--- src/rtl/fralu_pkg.sv ---
// ----------------------------------------------------------------------------
// fralu_pkg: shared types and constants for the four-register ALU
// Register file geometry, operation codes, configuration indexes, the
// input and result beat structs and a few small helper functions.
// ----------------------------------------------------------------------------
package fralu_pkg;

  localparam int NUM_REGS    = 4;
  localparam int DATA_WIDTH  = 32;
  localparam int IDX_W       = (NUM_REGS > 1) ? $clog2(NUM_REGS) : 1;
  localparam int OPER_W      = 32;
  localparam int OP_W        = 4;
  localparam int CFG_INDEX_W = 1;
  localparam int CFG_DATA_W  = 64;

  localparam logic [CFG_INDEX_W-1:0] CFG_OPCODE_MAP = 1'b0;
  localparam logic [CFG_INDEX_W-1:0] CFG_USE_MAP    = 1'b1;

  localparam logic [CFG_DATA_W-1:0] OPCODE_MAP_RESET = 64'hFEDC_BA98_7654_3210;

  localparam logic [OP_W-1:0] OP_ADDR = 4'd0;
  localparam logic [OP_W-1:0] OP_ADDI = 4'd1;
  localparam logic [OP_W-1:0] OP_MULR = 4'd2;
  localparam logic [OP_W-1:0] OP_MULI = 4'd3;
  localparam logic [OP_W-1:0] OP_BANR = 4'd4;
  localparam logic [OP_W-1:0] OP_BANI = 4'd5;
  localparam logic [OP_W-1:0] OP_BORR = 4'd6;
  localparam logic [OP_W-1:0] OP_BORI = 4'd7;
  localparam logic [OP_W-1:0] OP_SETR = 4'd8;
  localparam logic [OP_W-1:0] OP_SETI = 4'd9;
  localparam logic [OP_W-1:0] OP_GTIR = 4'd10;
  localparam logic [OP_W-1:0] OP_GTRI = 4'd11;
  localparam logic [OP_W-1:0] OP_GTRR = 4'd12;
  localparam logic [OP_W-1:0] OP_EQIR = 4'd13;
  localparam logic [OP_W-1:0] OP_EQRI = 4'd14;
  localparam logic [OP_W-1:0] OP_EQRR = 4'd15;

  localparam logic CMD_EXEC = 1'b0;
  localparam logic CMD_LOAD = 1'b1;

  typedef logic [DATA_WIDTH-1:0] word_t;
  typedef logic [IDX_W-1:0]      idx_t;

  typedef struct packed {
    logic                     command;
    logic [OP_W-1:0]          opcode;
    logic signed [OPER_W-1:0] operand_a;
    logic signed [OPER_W-1:0] operand_b;
    logic signed [OPER_W-1:0] operand_c;
  } in_t;

  typedef struct packed {
    logic signed [31:0] reg0;
    logic signed [31:0] reg1;
    logic signed [31:0] reg2;
    logic signed [31:0] reg3;
    logic               fault;
  } out_t;

  // Sign-extend (or truncate) a 32-bit immediate to the register width.
  function automatic word_t imm_ext(logic [OPER_W-1:0] v);
    logic signed [63:0] wide;
    wide = 64'(signed'(v));
    return wide[DATA_WIDTH-1:0];
  endfunction

  function automatic logic idx_ok(logic [OPER_W-1:0] v);
    return v < OPER_W'(NUM_REGS);
  endfunction

  // Report a register as its low 32 bits, zero-filled when narrower.
  function automatic logic [31:0] rep_word(word_t w);
    logic [63:0] wide;
    wide = 64'(w);
    return wide[31:0];
  endfunction

endpackage

--- src/rtl/four_register_alu_execute.sv ---
// ----------------------------------------------------------------------------
// four_register_alu_execute: register file and sixteen-operation ALU
// Pipeline: the input register, then ALU and register write into the result
// register. Throughput: one instruction per cycle unless out_ready stalls;
// the ALU, one 32x32 multiplier and the register write all fit in the single
// stage after the input register.
// Reset clears the register file and pipeline valids, restores the opcode map.
// ----------------------------------------------------------------------------
module four_register_alu_execute (
  input  logic                                 clk,
  input  logic                                 rst_n,
  input  logic                                 in_valid,
  output logic                                 in_ready,
  input  fralu_pkg::in_t                       in_data,
  output logic                                 out_valid,
  input  logic                                 out_ready,
  output fralu_pkg::out_t                      out_data,
  input  logic                                 cfg_we,
  input  logic [fralu_pkg::CFG_INDEX_W-1:0]    cfg_index,
  input  logic [fralu_pkg::CFG_DATA_W-1:0]     cfg_wdata
);

  logic                             s1_valid_r;
  fralu_pkg::in_t                   s1_data_r;
  logic                             out_valid_r;
  fralu_pkg::out_t                  out_data_r;
  fralu_pkg::out_t                  out_data_nxt;
  fralu_pkg::word_t                 rf_r   [fralu_pkg::NUM_REGS];
  fralu_pkg::word_t                 rf_nxt [fralu_pkg::NUM_REGS];
  logic [fralu_pkg::CFG_DATA_W-1:0] opcode_map_r;
  logic                             use_map_r;

  logic                             advance;
  logic [fralu_pkg::OP_W-1:0]       op;
  logic                             need_a;
  logic                             need_b;
  logic                             fault;
  fralu_pkg::idx_t                  a_idx;
  fralu_pkg::idx_t                  b_idx;
  fralu_pkg::idx_t                  c_idx;
  fralu_pkg::word_t                 imm_a;
  fralu_pkg::word_t                 imm_b;
  fralu_pkg::word_t                 src_a;
  fralu_pkg::word_t                 src_b;
  fralu_pkg::word_t                 product;
  fralu_pkg::word_t                 alu_res;
  fralu_pkg::word_t                 wr_data;
  logic [31:0]                      rep [4];

  // Stage 1 moves on whenever the result register is free or being drained.
  assign advance  = s1_valid_r && (!out_valid_r || out_ready);
  assign in_ready = !s1_valid_r || advance;

  assign out_valid = out_valid_r;
  assign out_data  = out_data_r;

  // Operation decode
  always_comb begin
    op = s1_data_r.opcode;
    if (use_map_r) begin
      op = opcode_map_r[{s1_data_r.opcode, 2'b00} +: fralu_pkg::OP_W];
    end
    need_a = !(op == fralu_pkg::OP_SETI || op == fralu_pkg::OP_GTIR ||
               op == fralu_pkg::OP_EQIR);
    need_b = (op == fralu_pkg::OP_ADDR || op == fralu_pkg::OP_MULR ||
              op == fralu_pkg::OP_BANR || op == fralu_pkg::OP_BORR ||
              op == fralu_pkg::OP_GTIR || op == fralu_pkg::OP_GTRR ||
              op == fralu_pkg::OP_EQIR || op == fralu_pkg::OP_EQRR);
  end

  assign a_idx = s1_data_r.operand_a[fralu_pkg::IDX_W-1:0];
  assign b_idx = s1_data_r.operand_b[fralu_pkg::IDX_W-1:0];
  assign c_idx = s1_data_r.operand_c[fralu_pkg::IDX_W-1:0];
  assign imm_a = fralu_pkg::imm_ext(s1_data_r.operand_a);
  assign imm_b = fralu_pkg::imm_ext(s1_data_r.operand_b);

  assign src_a   = need_a ? rf_r[a_idx] : imm_a;
  assign src_b   = need_b ? rf_r[b_idx] : imm_b;
  assign product = src_a * src_b;

  always_comb begin
    fault = !fralu_pkg::idx_ok(s1_data_r.operand_c);
    if (s1_data_r.command == fralu_pkg::CMD_EXEC) begin
      if ((need_a && !fralu_pkg::idx_ok(s1_data_r.operand_a)) ||
          (need_b && !fralu_pkg::idx_ok(s1_data_r.operand_b))) begin
        fault = 1'b1;
      end
    end
  end

  always_comb begin
    alu_res = '0;
    unique case (op)
      fralu_pkg::OP_ADDR, fralu_pkg::OP_ADDI: alu_res = src_a + src_b;
      fralu_pkg::OP_MULR, fralu_pkg::OP_MULI: alu_res = product;
      fralu_pkg::OP_BANR, fralu_pkg::OP_BANI: alu_res = src_a & src_b;
      fralu_pkg::OP_BORR, fralu_pkg::OP_BORI: alu_res = src_a | src_b;
      fralu_pkg::OP_SETR, fralu_pkg::OP_SETI: alu_res = src_a;
      fralu_pkg::OP_GTIR, fralu_pkg::OP_GTRI, fralu_pkg::OP_GTRR: begin
        alu_res = fralu_pkg::word_t'($signed(src_a) > $signed(src_b));
      end
      fralu_pkg::OP_EQIR, fralu_pkg::OP_EQRI, fralu_pkg::OP_EQRR: begin
        alu_res = fralu_pkg::word_t'(src_a == src_b);
      end
    endcase
  end

  assign wr_data = (s1_data_r.command == fralu_pkg::CMD_LOAD) ? imm_a : alu_res;

  always_comb begin
    for (int i = 0; i < fralu_pkg::NUM_REGS; i++) begin
      rf_nxt[i] = rf_r[i];
      if (!fault && c_idx == fralu_pkg::IDX_W'(i)) begin
        rf_nxt[i] = wr_data;
      end
    end
    for (int k = 0; k < 4; k++) begin
      rep[k] = (k < fralu_pkg::NUM_REGS) ?
               fralu_pkg::rep_word(rf_nxt[k % fralu_pkg::NUM_REGS]) : 32'd0;
    end
    out_data_nxt.reg0  = rep[0];
    out_data_nxt.reg1  = rep[1];
    out_data_nxt.reg2  = rep[2];
    out_data_nxt.reg3  = rep[3];
    out_data_nxt.fault = fault;
  end

  // Control state, register file and configuration
  always_ff @(posedge clk) begin
    if (!rst_n) begin
      s1_valid_r   <= 1'b0;
      out_valid_r  <= 1'b0;
      opcode_map_r <= fralu_pkg::OPCODE_MAP_RESET;
      use_map_r    <= 1'b1;
      for (int i = 0; i < fralu_pkg::NUM_REGS; i++) begin
        rf_r[i] <= '0;
      end
    end else begin
      if (in_ready) begin
        s1_valid_r <= in_valid;
      end
      if (advance) begin
        out_valid_r <= 1'b1;
        for (int i = 0; i < fralu_pkg::NUM_REGS; i++) begin
          rf_r[i] <= rf_nxt[i];
        end
      end else if (out_ready) begin
        out_valid_r <= 1'b0;
      end
      if (cfg_we) begin
        unique case (cfg_index)
          fralu_pkg::CFG_OPCODE_MAP: opcode_map_r <= cfg_wdata;
          fralu_pkg::CFG_USE_MAP:    use_map_r    <= cfg_wdata[0];
        endcase
      end
    end
  end

  // Payload registers
  always_ff @(posedge clk) begin
    if (in_valid && in_ready) begin
      s1_data_r <= in_data;
    end
    if (advance) begin
      out_data_r <= out_data_nxt;
    end
  end

endmodule

--- config.mk ---
export PLATFORM = sky130hd
export DESIGN_NAME = four_register_alu_execute
export DESIGN_NICKNAME = d
export VERILOG_FILES = /design/src/rtl/fralu_pkg.sv /design/src/rtl/four_register_alu_execute.sv
export SDC_FILE = /design/constraint.sdc
export NUM_CORES = 2
export LEC_CHECK = 0
export BUFFER_PORTS_ARGS = -buffer_cell sky130_fd_sc_hd__buf_2
export CAP_MARGIN = 10
export CELL_PAD_IN_SITES_DETAIL_PLACEMENT = 1
export CELL_PAD_IN_SITES_GLOBAL_PLACEMENT = 1
export CORE_MARGIN = 2
export CORE_UTILIZATION = 25
export CTS_CLUSTER_SIZE = 40
export DETAILED_ROUTE_END_ITERATION = 8
export PLACE_DENSITY_LB_ADDON = 0.08
export SLEW_MARGIN = 0
export SYNTH_ARGS = -nofsm -noshare
export SYNTH_HDL_FRONTEND = slang
export SYNTH_SLANG_ARGS = --single-unit
--- constraint.sdc ---
create_clock -name clk -period 32.3 [get_ports clk]
set_input_delay 3.23 -clock clk [delete_from_list [all_inputs] [get_ports clk]]
set_output_delay 3.23 -clock clk [all_outputs]
set_load 0.02 [all_outputs]
# Word level (Yosys, flattened, before mapping)

Memories as Yosys holds them, arrays and structs flattened. A register that Yosys moved wholly into a read port is not among the register bits.
Index checks and enable logic that the tools add are counted.

Add/subtract/negate cells: 1
Multipliers: 1
Div/mod/pow operators: 0
$lt $le $gt $ge: 4
Eq/ne operators: 19
Shift operators: 1
Mux-type cells: 23
Bitwise gates (word level): 7
Reductions and logical operators: 39

Operators with widths:

| cell                                                                   | number |
|---|---|
| 32-bit 2-to-1 mux                                                      | 11 |
| 32-bit case mux with 7 select lines                                    | 1 |
| 32-bit by 3-bit < comparator with 1-bit output (second input constant) | 3 |
| 64-bit by 7-bit variable part select with 4-bit output                 | 1 |
| 32-bit adder                                                           | 1 |
| 32-bit bitwise AND                                                     | 1 |
| 32-bit == test                                                         | 1 |
| 4-bit == test (second input constant)                                  | 8 |
| 32-bit greater-than comparator                                         | 1 |
| 32-bit by 32-bit multiplier with 32-bit output                         | 1 |
| 32-bit OR                                                              | 1 |
| 4-bit by 3-bit == test with 1-bit output (second input constant)       | 4 |
| 1-bit logical OR                                                       | 12 |
| 2-bit OR reduction                                                     | 5 |
| 4-bit by 2-bit == test with 1-bit output (second input constant)       | 2 |
| 1-bit logical AND                                                      | 8 |
| 1-bit 2-to-1 mux                                                       | 8 |
| 1-bit zero test                                                        | 7 |
| 3-bit OR reduction                                                     | 2 |
| 2-bit == test (second input constant)                                  | 2 |
| 4-bit by 1-bit == test with 1-bit output (second input constant)       | 1 |
| 4-bit zero test                                                        | 1 |
| 2-bit 2-to-1 mux                                                       | 2 |
| 4-bit 2-to-1 mux                                                       | 1 |
| other kinds (6)                                                        | 10 |

Flip-flop bits (word level): 297
Latch bits: 0
Bits in writable memories: 128
Bits in read-only memories: 0
Input bits: 171
Output and inout bits: 131
Word-level logic and storage cells: 110
Memories kept: 1

Memories:

| memory | words | bits a word | read ports | clocked after Yosys merged registers in | wr ports | RTL line                        | text |
|---|---|---|---|---|---|---|---|
| rf_r   | 4     | 32          | 6          | 2                                       | 4        | four_register_alu_execute.sv:28 | `fralu_pkg::word_t rf_r [fralu_pkg::NUM_REGS];` |

# Longest topological paths before layout

Depth after elaboration: 18
Gate-level depth with buffers: 45
Depth with buffers taken out: 37

# Least setup slack after synthesis

No wires, ideal clock.

Kind: register -> register
Start point: register s1_data_r[96] in the netlist's numbering
End point: memory rf_r[1][31] in the netlist's numbering (data pin)
Library setup time: 268 ps
Arrival time: 9903 ps
Data required time: 32032 ps
Slack: 22129 ps
Cell stages (with the launch flop): 44
Buffers on the path: 6
Period minus slack after synthesis: 10171 ps
Cells stage by stage: edfxtp_1 > buf_6 > mux4_2 > mux4_2 > a21o_1 > a21oi_2 > o21ai_4 > buf_6 > buf_8 > buf_6 > mux2_2 > clkbuf_1 > clkinv_1 > buf_1 > nor2_1 > fa_1 > inv_1 > fa_1 > [8 not listed] > inv_1 > fa_1 > fa_1 > ha_1 > a21oi_1 > o21ai_0 > a21o_1 > a21o_1 > a211oi_1 > o21bai_1 > a21o_1 > o2111ai_1 > a31oi_1 > xor2_1 > nand2_1 > mux2i_2 > o32ai_4 > o31ai_2

RTL lines:

| element                | RTL line                         | text |
|---|---|---|
| from (decl)            | four_register_alu_execute.sv:24  | `fralu_pkg::in_t s1_data_r;` |
| from (signal assigned) | four_register_alu_execute.sv:162 | `s1_data_r <= in_data;` |
| to (decl)              | four_register_alu_execute.sv:28  |  |

==> metrics <==
CTS max path bufs=3; Fin Setup TNS=0 ps; Setup Skew=32.8 ps; Routability Congestion=0.868; top_reg_cell synth=edfxtp_1; Starting Density=25.1%; Slowest-stage cell, CP=a311oi_1; clk slew on worst S/H paths=60 ps; Syn Inst Count=3965; maximum number of pins on one net before global-route repair=71; # rows=145; Final Non-Filler Cells=6267; TritonCTS clock tree=yes; fin. max-slew vios=0; dpl cells=6182; syn_nets=4764; area fraction of the dominant cell type after synthesis=27.5%; Critical Path End Type=flop; Via density=4.88; Area growth, synth to finish=13.7%; Seq cells post-synth=429; Cell variety after synth=92; gr usage total=22.2%; Critical Path Most Common Cell=fa_1; Worst Hold Class=reg -> reg; Slowest Stage Delay on Critical Path=870 ps; number of synthesized flops with an enable pin=358; Setup violations, final=0; post-synthesis async set-or-reset flop share=0%; min Tclk post-route=13280 ps; vias after detailed routing=30607; post-CTS setup buffer count=0; Synth Area per Inst=9.87 µm²; clk sinks=429; Final #Nets=4970; placeable core region=156000 µm²; highest metal used=met4; CP required=32600 ps; Startpoint Class=flop; drt first pass iters=7; remaining routing DRC violations=0; dominant cells by area after synthesis=edfxtp_1, fa_1, ha_1, nand2_1, nor2_1; CTS root buf=clkbuf_16; Ys Warns=0; fin crit share=41.1%; Slew HR=16.9%; ANT nets after route=0; DP HPWL=137000 µm; M1 WL=83800 µm; routed wire length=177000 µm; DRT iter0 DRCs=1980; DIE AREA=160000 µm²; vias in the first global route=33222; Max-cap violations=0; cts repair resizes=0; WS Path Type=reg -> reg; Routed wire per std cell=28.3 µm; Fin. Hold Viols=0; most frequent cells after synthesis=nand2_1, nor2_1, inv_1; worst skew pair latency=600 ps; total congestion overflow=0; cell taking the most area after synthesis=edfxtp_1; I/O Buffers=301; status=complete, no violations; Slew @ Worst Pin=1220 ps; RSZ-0062 raised after global routing=false; CTS H-Tree Depth=2; Die Y=400 µm; antenna violations before repair=4; fmax=0.0753 GHz; total CTS buffers=45; Synth Cell Area=39200 µm²; share of layout cells above drive strength 1=15.8%; count leader, synth=nand2_1; first-pass GRT wire length=254000 µm; Die X=400 µm; crit path DAT=13590 ps; Ports=302; Met3 Routed Length=4880 µm; sequential fraction of the synthesis area=31.1%; crit-path max FO=34; WL met2=85200 µm; CTS Hold Bufs=0
cells in the final DEF, fill, tap and decap left out, types with 30 or more instances in the layout:
master,count
xnor2_1,67
inv_1,455
nor2_1,488
o21ai_0,155
nand3_1,78
mux4_2,81
a21oi_1,164
buf_2,301
clkbuf_16,47
nor3_1,42
a21boi_0,38
nand2_1,530
and2_1,92
ha_1,219
dfxtp_1,67
buf_4,83
mux2_2,30
fa_1,409
edfxtp_1,358
area by class of cell:
type	count	area [µm²]
Clock inverter	21	251
Inverter	480	1810
Fill cell	17714	111000
Sequential cell	429	12200
Tap cell	2058	2570
Multi-Input combinational cell	2831	24300
Clock buffer	60	1240
Antenna cell	4	10.0
Timing Repair Buffer	384	2130
per-stage QoR:
step / area, µm² / hold WS [ps] / setup slack (ps) / util [%]
5_1_grt: 44500 / 492 / 18430 / 28.6
3_5_place_dp: 43000 / 457 / 19150 / 27.6
2_1_floorplan: 39200 / 435 / 22130 / -
3_3_place_gp: 43000 / 457 / 19340 / 27.6
4_1_cts: 44500 / 470 / 19090 / 28.6
6_report: 44500 / 467 / 19020 / 28.6
registers in the layout (all words and copies together) (netlist names), named ones only:
| register | cells |
|---|---|
| c_idx | 2 |
| imm_a | 32 |
| imm_b | 32 |
| opcode_map_r | 64 |
| out_data | 129 |
| out_valid | 1 |
| rf_r | 128 |
| s1_data_r | 35 |
| s1_valid_r | 1 |
| use_map_r | 1 |
path summary, 6_finish.rpt:
check	start	endpoint	slack, ps	cells after the start
worst min register to register	opcode_map_r[22]	opcode_map_r[22]	470	2
worst max register to register	s1_data_r[97]	rf_r[0][31]	19020	36
worst min-delay path	opcode_map_r[22]	opcode_map_r[22]	470	2
worst max-delay path	s1_data_r[97]	rf_r[0][31]	19020	36
logic make-up after synthesis:
kind of cell    count (synthesis)  share of synthesized area [%]
simple gates                 1354                           14.9
buf+inv                       705                           7.15
fa+ha+maj                     628                           27.9
compound gates                611                           10.1
flops                         429                           31.1
mux                           144                           6.61
xor+xnor                       94                           2.30
routing by layer:
metal,vias up,track usage (%)
li1,13635,-
met1,16256,31.2
met2,591,37.7
met3,125,1.58
met4,0,4.16
met5,-,0
critical path, delay by kind of cell, from the launching register on:
family          cells  cell delay, ps
compound gates      9            3300
buf+inv             8            2200
xor+xnor            1             110
fa+ha+maj           9            4420
flops               1             810
mux                 3            1060
simple gates        6             990
Power is not shown: default switching activity piles up to over one toggle a cycle in this logic, so the estimate is an artifact.
